==> config.mk <==
export PLATFORM = sky130hd
export DESIGN_NAME = datagram_reorder_release
export DESIGN_NICKNAME = d
export VERILOG_FILES = /design/src/rtl/drr_pkg.sv /design/src/rtl/drr_ctrl.sv /design/src/rtl/drr_dp.sv /design/src/rtl/datagram_reorder_release.sv
export SDC_FILE = /design/constraint.sdc
export NUM_CORES = 2
export LEC_CHECK = 0
export ABC_AREA = 1
export BUFFER_PORTS_ARGS = -buffer_cell sky130_fd_sc_hd__buf_4
export CORE_MARGIN = 2
export CORE_UTILIZATION = 25
export CTS_BUF_LIST = sky130_fd_sc_hd__clkbuf_4 sky130_fd_sc_hd__clkbuf_8
export DETAILED_ROUTE_END_ITERATION = 7
export SLEW_MARGIN = 20
export SYNTH_ARGS = -nofsm -noshare
export SYNTH_HDL_FRONTEND = slang
export SYNTH_HIERARCHICAL = 1
export SYNTH_SLANG_ARGS = --single-unit
==> constraint.sdc <==
create_clock -name clk -period 5.2 [get_ports clk]
set_input_delay 1.04 -clock clk [delete_from_list [all_inputs] [get_ports clk]]
set_output_delay 1.04 -clock clk [all_outputs]
set_load 0.05 [all_outputs]
==> src/rtl/drr_pkg.sv <==
// drr_pkg: shared constants, command/status structs and search helpers
// for the datagram reorder release block; no dependencies
package drr_pkg;

  localparam int STORE_DEPTH = 32;
  localparam int MAX_RELEASE = 32;
  localparam int IDX_W       = $clog2(STORE_DEPTH);
  localparam int REL_W       = $clog2(MAX_RELEASE + 1);
  localparam int SEQ_W       = 16;
  localparam int PAY_W       = 32;
  localparam int GRP_W       = 16;
  localparam int CNT_W       = 6;
  localparam int IN_W        = 48;
  localparam int OUT_W       = 64;

  localparam logic STATUS_RELEASE = 1'b0;
  localparam logic STATUS_DROP    = 1'b1;

  typedef struct packed {
    logic take_in;
    logic store;
    logic do_match;
    logic do_release;
    logic end_pass;
    logic push_last;
  } drr_cmd_t;

  typedef struct packed {
    logic pass_go;
    logic found;
    logic pend_valid;
    logic out_free;
  } drr_stat_t;

  // lowest index whose bit is clear
  function automatic logic [IDX_W-1:0] first_zero(input logic [STORE_DEPTH-1:0] v);
    logic [IDX_W-1:0] idx;
    idx = '0;
    for (int k = STORE_DEPTH - 1; k >= 0; k--) begin
      if (!v[k]) idx = IDX_W'(k);
    end
    return idx;
  endfunction

  // lowest index whose bit is set
  function automatic logic [IDX_W-1:0] first_one(input logic [STORE_DEPTH-1:0] v);
    logic [IDX_W-1:0] idx;
    idx = '0;
    for (int k = STORE_DEPTH - 1; k >= 0; k--) begin
      if (v[k]) idx = IDX_W'(k);
    end
    return idx;
  endfunction

endpackage

==> src/rtl/drr_ctrl.sv <==
// drr_ctrl: sequencer for accept, store, match and release steps
// depends on drr_pkg
module drr_ctrl import drr_pkg::*; (
  input  logic      clk,
  input  logic      rst,
  input  logic      s_tvalid,
  output logic      s_tready,
  input  drr_stat_t stat,
  output drr_cmd_t  cmd
);

  typedef enum logic [2:0] {
    S_IDLE,
    S_STORE,
    S_MATCH,
    S_EMIT,
    S_FLUSH
  } state_t;

  state_t state;
  state_t state_next;

  assign s_tready = (state == S_IDLE);

  always_comb begin
    cmd        = '0;
    state_next = state;
    case (state)
      S_IDLE: begin
        if (s_tvalid) begin
          cmd.take_in = 1'b1;
          state_next  = S_STORE;
        end
      end
      S_STORE: begin
        cmd.store  = 1'b1;
        state_next = stat.pass_go ? S_MATCH : S_FLUSH;
      end
      S_MATCH: begin
        cmd.do_match = 1'b1;
        state_next   = S_EMIT;
      end
      S_EMIT: begin
        if (stat.found) begin
          if (!stat.pend_valid || stat.out_free) begin
            cmd.do_release = 1'b1;
            state_next     = S_MATCH;
          end
        end else begin
          cmd.end_pass = 1'b1;
          state_next   = S_FLUSH;
        end
      end
      S_FLUSH: begin
        if (!stat.pend_valid) begin
          state_next = S_IDLE;
        end else if (stat.out_free) begin
          cmd.push_last = 1'b1;
          state_next    = S_IDLE;
        end
      end
      default: state_next = S_IDLE;
    endcase
  end

  always_ff @(posedge clk) begin
    if (rst) begin
      state <= S_IDLE;
    end else begin
      state <= state_next;
    end
  end

endmodule

==> src/rtl/drr_dp.sv <==
// drr_dp: datagram store, match vector, counters, pending and output registers
// depends on drr_pkg
module drr_dp import drr_pkg::*; (
  input  logic              clk,
  input  logic              rst,
  input  logic              cfg_wen,
  input  logic [CNT_W-1:0]  cfg_wdata,
  input  logic [IN_W-1:0]   s_tdata,
  input  logic              s_tlast,
  output logic              m_tvalid,
  input  logic              m_tready,
  output logic [OUT_W-1:0]  m_tdata,
  output logic              m_tlast,
  output logic              m_tuser,
  input  drr_cmd_t          cmd,
  output drr_stat_t         stat
);

  logic [STORE_DEPTH-1:0] valid;
  logic [SEQ_W-1:0]       seq_mem [STORE_DEPTH];
  logic [PAY_W-1:0]       pay_mem [STORE_DEPTH];
  logic [STORE_DEPTH-1:0] match_vec;

  logic [SEQ_W-1:0] in_seq;
  logic [PAY_W-1:0] in_pay;
  logic             in_fin;

  logic [SEQ_W-1:0] next_expected;
  logic [GRP_W-1:0] group_count;
  logic [CNT_W-1:0] arrival_count;
  logic [CNT_W-1:0] batch_size;
  logic [REL_W-1:0] released;

  logic             pend_valid;
  logic             pend_status;
  logic [SEQ_W-1:0] pend_seq;
  logic [PAY_W-1:0] pend_pay;
  logic [GRP_W-1:0] pend_grp;

  logic             full;
  logic [IDX_W-1:0] free_idx;
  logic [IDX_W-1:0] rel_idx;
  logic [CNT_W:0]   cnt;
  logic [CNT_W:0]   limit;
  logic             out_free;
  logic             push_now;
  logic [STORE_DEPTH-1:0] eq_vec;

  assign full     = &valid;
  assign free_idx = first_zero(valid);
  assign rel_idx  = first_one(match_vec);
  assign cnt      = {1'b0, arrival_count} + (CNT_W+1)'(1);
  assign limit    = (batch_size == '0) ? (CNT_W+1)'(1) : {1'b0, batch_size};
  assign out_free = !m_tvalid || m_tready;
  assign push_now = (cmd.do_release && pend_valid) || cmd.push_last;

  always_comb begin
    for (int k = 0; k < STORE_DEPTH; k++) begin
      eq_vec[k] = valid[k] && (seq_mem[k] == next_expected);
    end
  end

  assign stat.pass_go    = (cnt >= limit) || in_fin;
  assign stat.found      = (|match_vec) && (released < REL_W'(MAX_RELEASE));
  assign stat.pend_valid = pend_valid;
  assign stat.out_free   = out_free;

  // control state
  always_ff @(posedge clk) begin
    if (rst) begin
      valid         <= '0;
      next_expected <= '0;
      group_count   <= '0;
      arrival_count <= '0;
      batch_size    <= CNT_W'(4);
      released      <= '0;
      pend_valid    <= 1'b0;
      m_tvalid      <= 1'b0;
    end else begin
      if (cfg_wen) batch_size <= cfg_wdata;
      if (cmd.store) begin
        if (!full) begin
          valid[free_idx] <= 1'b1;
        end else begin
          pend_valid <= 1'b1;
        end
        if (stat.pass_go) begin
          arrival_count <= '0;
          released      <= '0;
        end else begin
          arrival_count <= cnt[CNT_W-1:0];
        end
      end
      if (cmd.do_release) begin
        valid[rel_idx] <= 1'b0;
        next_expected  <= next_expected + SEQ_W'(1);
        released       <= released + REL_W'(1);
        pend_valid     <= 1'b1;
      end
      if (cmd.end_pass && (released != '0)) begin
        group_count <= group_count + GRP_W'(1);
      end
      if (cmd.push_last) pend_valid <= 1'b0;
      if (push_now) begin
        m_tvalid <= 1'b1;
      end else if (m_tready) begin
        m_tvalid <= 1'b0;
      end
    end
  end

  // payload registers
  always_ff @(posedge clk) begin
    if (cmd.take_in) begin
      in_seq <= s_tdata[SEQ_W-1:0];
      in_pay <= s_tdata[SEQ_W+PAY_W-1:SEQ_W];
      in_fin <= s_tlast;
    end
    if (cmd.store && !full) begin
      seq_mem[free_idx] <= in_seq;
      pay_mem[free_idx] <= in_pay;
    end
    if (cmd.do_match) match_vec <= eq_vec;
    if (cmd.store && full) begin
      pend_status <= STATUS_DROP;
      pend_seq    <= in_seq;
      pend_pay    <= in_pay;
      pend_grp    <= '0;
    end
    if (cmd.do_release) begin
      pend_status <= STATUS_RELEASE;
      pend_seq    <= seq_mem[rel_idx];
      pend_pay    <= pay_mem[rel_idx];
      pend_grp    <= group_count;
    end
    if (push_now) begin
      m_tdata <= {pend_grp, pend_pay, pend_seq};
      m_tuser <= pend_status;
      m_tlast <= cmd.push_last;
    end
  end

`ifndef SYNTHESIS
  a_no_overwrite_out: assert property (@(posedge clk) disable iff (rst)
    (m_tvalid && !m_tready) |-> !push_now)
    else $error("result pushed over a beat still waiting");

  a_released_bound: assert property (@(posedge clk) disable iff (rst)
    released <= REL_W'(MAX_RELEASE))
    else $error("release count beyond run limit");

  a_store_free_slot: assert property (@(posedge clk) disable iff (rst)
    (cmd.store && !full) |-> !valid[free_idx])
    else $error("store into occupied slot");

  a_release_valid: assert property (@(posedge clk) disable iff (rst)
    cmd.do_release |-> (valid[rel_idx] && seq_mem[rel_idx] == next_expected))
    else $error("released entry does not match expected sequence");
`endif

endmodule

==> src/rtl/datagram_reorder_release.sv <==
// datagram_reorder_release: top level, joins the sequencer and the datapath
// depends on drr_pkg, drr_ctrl, drr_dp
//
// usage:
//   s_* carries arriving datagrams: tdata = seq number, payload; tlast = final.
//   m_* carries results: tdata = seq, payload, group; tuser = drop status;
//   tlast marks the last result caused by one arrival.
//   cfg_wen/cfg_wdata write batch_size; write only while the block is idle.
//   an arrival is taken when s_tready is high; the block then works on that
//   arrival alone: it accepts and stores it, then runs one match-vector step
//   and one release step per released datagram, then closes the pass with a
//   last match step and flushes the last result; an arrival that starts no
//   pass goes from store straight to the flush step. a pass releases at most
//   32 datagrams.
//   results go through a pending register and a one-beat output register;
//   when the receiver stalls, the sequencer holds until the output frees.
//   reset (rst, synchronous) clears all slot valid bits, counters and the
//   output valid; batch_size returns to 4. no clearing pass is needed.
module datagram_reorder_release import drr_pkg::*; (
  input  logic             clk,
  input  logic             rst,
  input  logic             cfg_wen,
  input  logic [CNT_W-1:0] cfg_wdata,
  input  logic             s_tvalid,
  output logic             s_tready,
  input  logic [IN_W-1:0]  s_tdata,   // seq_number[15:0], payload[47:16]
  input  logic             s_tlast,
  output logic             m_tvalid,
  input  logic             m_tready,
  output logic [OUT_W-1:0] m_tdata,   // out_seq[15:0], out_payload[47:16], group_index[63:48]
  output logic             m_tlast,
  output logic             m_tuser    // status
);

  drr_cmd_t  cmd;
  drr_stat_t stat;

  drr_ctrl u_ctrl (
    .clk      (clk),
    .rst      (rst),
    .s_tvalid (s_tvalid),
    .s_tready (s_tready),
    .stat     (stat),
    .cmd      (cmd)
  );

  drr_dp u_dp (
    .clk       (clk),
    .rst       (rst),
    .cfg_wen   (cfg_wen),
    .cfg_wdata (cfg_wdata),
    .s_tdata   (s_tdata),
    .s_tlast   (s_tlast),
    .m_tvalid  (m_tvalid),
    .m_tready  (m_tready),
    .m_tdata   (m_tdata),
    .m_tlast   (m_tlast),
    .m_tuser   (m_tuser),
    .cmd       (cmd),
    .stat      (stat)
  );

endmodule
==> results.py <==
metrics = {
    "status": {
        "outcome": "finished with violations",
        "failed_checks": "slew limit",
    },
    "clock_tree": {
        "cts_root_buf": "clkbuf_8",
        "worstSkewPairLatency_ns": 1.12,
        "cts_made_buffers": 334,
        "cts_resized": 0,
        "post-cts-setup-buffers": 0,
        "cts_tree": "built",
        "clock-sinks": 1835,
        "cts_hold_buf": 0,
        "cts_buffer_depth": 4,
        "clk_pin_slew_ns": 0.06,
        "htreeDepth": 5,
    },
    "power": {
        "p_leak_nw": 33.88,
        "ir_worst_vdd_uv": 236.0,
        "power_mw": 32.64,
        "power_density_nw_per_um2": 341.7,
    },
    "route": {
        "vias": 64790,
        "via_per_inst": 5.357,
        "drt-initial-drc-count": 10240,
        "totalWireLength_um": 323200,
        "dr.pass1.iters": 8,
        "ant_nets": 0,
        "route.detailed.drc": 0,
        "avgRoutedWirePerCell_um": 26.73,
    },
    "synthesis": {
        "ys.flop_type": "edfxtp_1",
        "synth_area_leader_cell": "edfxtp_1",
        "synthXorXnorAreaFrac_pct": 1.543,
        "synth_edf_count": 1747,
        "ys_seq_elements": 1835,
        "ys_seq_area_share_pct": 66.33,
        "synth_adder_area_share_pct": 0.1684,
        "ys_types": 46,
        "syn_avg_cell_area_um2": 11.09,
        "synth-compound-area-share_pct": 4.355,
        "netlist_instances": 7374,
        "yosys_warnings": 6,
        "synth.area.top_cells": "edfxtp_1 (64%), nand3_1 (6.8%), nand2_1 (6.4%)",
        "synth_top_family_by_area": "simple AND/OR/NAND/NOR gates",
        "synth_nets": 7445,
        "async_reset_ff_share_pct": 0,
        "synth.area.mux_share_pct": 0,
        "syn_area_um2": 81740,
        "synth_top_area_share_pct": 64.18,
        "synthSimpleGateAreaFrac_pct": 22.61,
    },
    "layout": {
        "num-fill-cells": 33220,
        "final_cells": 12090,
        "ff_latch_area_um2": 54230,
        "multi_input_area_um2": 23830,
        "drive_gt1_share_pct": 13.72,
        "nNetsFinal": 7601,
        "area_growth_pct": 16.86,
    },
    "die": {
        "die_area_um2": 331600,
        "row_count": 209,
        "die_h_um": 575.8,
        "die_width_um": 575.8,
        "core_area_um2": 324800,
        "io_pins": 128,
        "start_util_pct": 25.17,
    },
    "setup_path": {
        "slowest_stage": "edfxtp_1",
        "cp-startpoint": "u_dp/match_vec[29]",
        "crit_arrival_ns": 5.65,
        "cp.required_ns": 6.04,
        "reg2reg_slack_ns": 0.39,
        "r2r-end": "u_dp/pend_seq[13]",
        "cp-endpoint": "u_dp/pend_seq[13]",
        "crit_top_cell": "nand2_1",
        "crit_fanout": 168,
        "criticalPathCategory": "flip-flop to flip-flop",
        "cpPeakStageDelay_ns": 0.42,
        "r2r-start": "u_dp/match_vec[29]",
        "startpoint_type": "flip-flop",
        "worstRegToRegCells": 38,
        "crit_path_end_kind": "flip-flop",
    },
    "global_route": {
        "grt_pass1_vias": 61730,
        "antenna_found_initial": 27,
        "overflow": 0,
        "grt_max_degree": 242,
        "grt.total_usage_pct": 18.76,
        "grt_pass1_wl_um": 456000,
    },
    "timing": {
        "clock_skew_ns": 0.1204,
        "max_freq_ghz": 0.2080,
        "setup_violations": 0,
        "min_period_ns": 4.809,
        "final_hold_viol_count": 0,
        "slew_violations": 80,
        "grt_setup_unrepaired": "no",
        "slew_headroom_pct": -12.69,
        "post-route-period-util_pct": 92.47,
        "setup-tns-final_ns": 0,
        "tightest_slew_ns": 1.690,
    },
    "placed_design": {
        "dp_cells": 11510,
        "numPortBuffers": 127,
        "dpl.hpwl_um": 185600,
        "gp_congestion": 0.9706,
    },
    "hold_path": {
        "min_path_type": "input pin to flip-flop",
    },
    "job": {
        "cap_violations": 0,
    },
}
-- report_power, final --
| part | internal (mW) | switching, mW | leakage (nW) |
|---|---|---|---|
| clock network | 7.34 | 6.17 | 3.36 |
| logic | 0.568 | 1.87 | 14.1 |
| registers | 16.5 | 0.183 | 16.5 |
| total | 24.4 | 8.22 | 33.9 |
-- cell usage in the layout, fill, tap and decap left out, drive strengths merged, types with 9 or more instances in the layout --
| cell | n |
|---|---|
| clkinvlp | 9 |
| o21ai | 153 |
| a2111oi | 18 |
| dfxtp | 88 |
| a22o | 30 |
| nand2 | 1397 |
| a31oi | 27 |
| nor4 | 61 |
| o2111ai | 9 |
| clkbuf | 468 |
| ha | 11 |
| nand4 | 676 |
| xor2 | 81 |
| nand3b | 171 |
| nor2 | 255 |
| a221oi | 90 |
| a211oi | 25 |
| buf | 381 |
| or2 | 90 |
| xnor2 | 63 |
| clkinv | 96 |
| a21oi | 79 |
| nand3 | 1117 |
| edfxtp | 1747 |
| o22ai | 96 |
| inv | 467 |
| nor3 | 31 |
-- metrics by stage --
step,setup slack (ns),area (um^2),hold WS [ns],util (%)
floorplan,0.2551,81740,0.4003,-
global placement,0.5883,89090,0.4079,27.43
detailed placement,0.6733,89090,0.4045,27.43
CTS,0.7199,95430,0.02681,29.38
global route,0.2154,95520,0.05274,29.41
finish,0.3915,95530,0.1043,29.41
-- routing by layer --
layer  GRT usage [%]  vias up  wire length [um]
li1                -    27290                 -
met1           25.26    32150            128500
met2           28.83     4490            143300
met3           4.001      845             35520
met4           8.530       20             15740
met5               0        -               169
-- sequential cells by signal, summed over array words and instances (netlist names), 3 cells and up --
signal	count
u_dp/pay_mem	1024
u_dp/seq_mem	512
u_dp/m_tdata	64
u_dp/in_pay	32
u_dp/match_vec	32
u_dp/pend_pay	32
u_dp/valid	32
u_dp/group_count	16
u_dp/in_seq	16
u_dp/next_expected	16
u_dp/pend_grp	16
u_dp/pend_seq	16
u_dp/arrival_count	6
u_dp/batch_size	6
u_dp/released	6
u_ctrl/state	3
-- logic make-up after synthesis --
kind of cell | Yosys count
buf+inv | 1037
fa+ha+maj | 11
simple gates | 3801
compound gates | 546
flops | 1835
xor+xnor | 144
-- worst min path at each step --
stage / start / end / slack (ns) / depth (start not counted)
after floorplan: u_dp/pend_seq[0] / u_dp/m_tdata[0] / 0.40 / 0
after global placement: u_dp/pend_grp[4] / u_dp/m_tdata[52] / 0.41 / 0
after detailed placement: u_dp/pend_grp[9] / u_dp/m_tdata[57] / 0.40 / 0
after CTS: s_tdata[43] / u_dp/in_pay[27] / 0.03 / 1
after global routing: s_tdata[18] / u_dp/in_pay[2] / 0.05 / 1
final: s_tdata[18] / u_dp/in_pay[2] / 0.10 / 1
-- worst max-delay path: cells and delay by family, from the launching register on --
family,cells,cell delay [ns]
buffers and inverters,3,0.43
and+or+nand+nor,35,3.09
DFF,1,0.42
-- synthesized netlist by cell type, types with 11 or more instances --
library cell     n
nand3_1       1116
o22ai_1         96
nand2_1       1393
a31oi_1         27
ha_1            11
nand4_1        676
a221oi_1        90
nor3_1          29
buf_2          140
inv_1          461
nand3b_1       171
nor4_1          61
a2111oi_0       18
a22o_1          30
a21oi_1         78
buf_1           50
or2_2           90
edfxtp_1      1747
clkbuf_1       368
xor2_1          81
a211oi_1        25
nor2_1         249
o21ai_0        153
xnor2_1         63
dfxtp_1         88
-- cell type report --
cell class	count	share of cell area [%]
Antenna cell	4	0.01048
Clock buffer	468	5.983
Clock inverter	102	0.6497
Inverter	476	1.898
Multi-Input combinational cell	4502	24.95
Sequential cell	1835	56.77
Tap cell	4325	5.665
Timing Repair Buffer	381	4.081
Power figures use the tool's default switching activity.
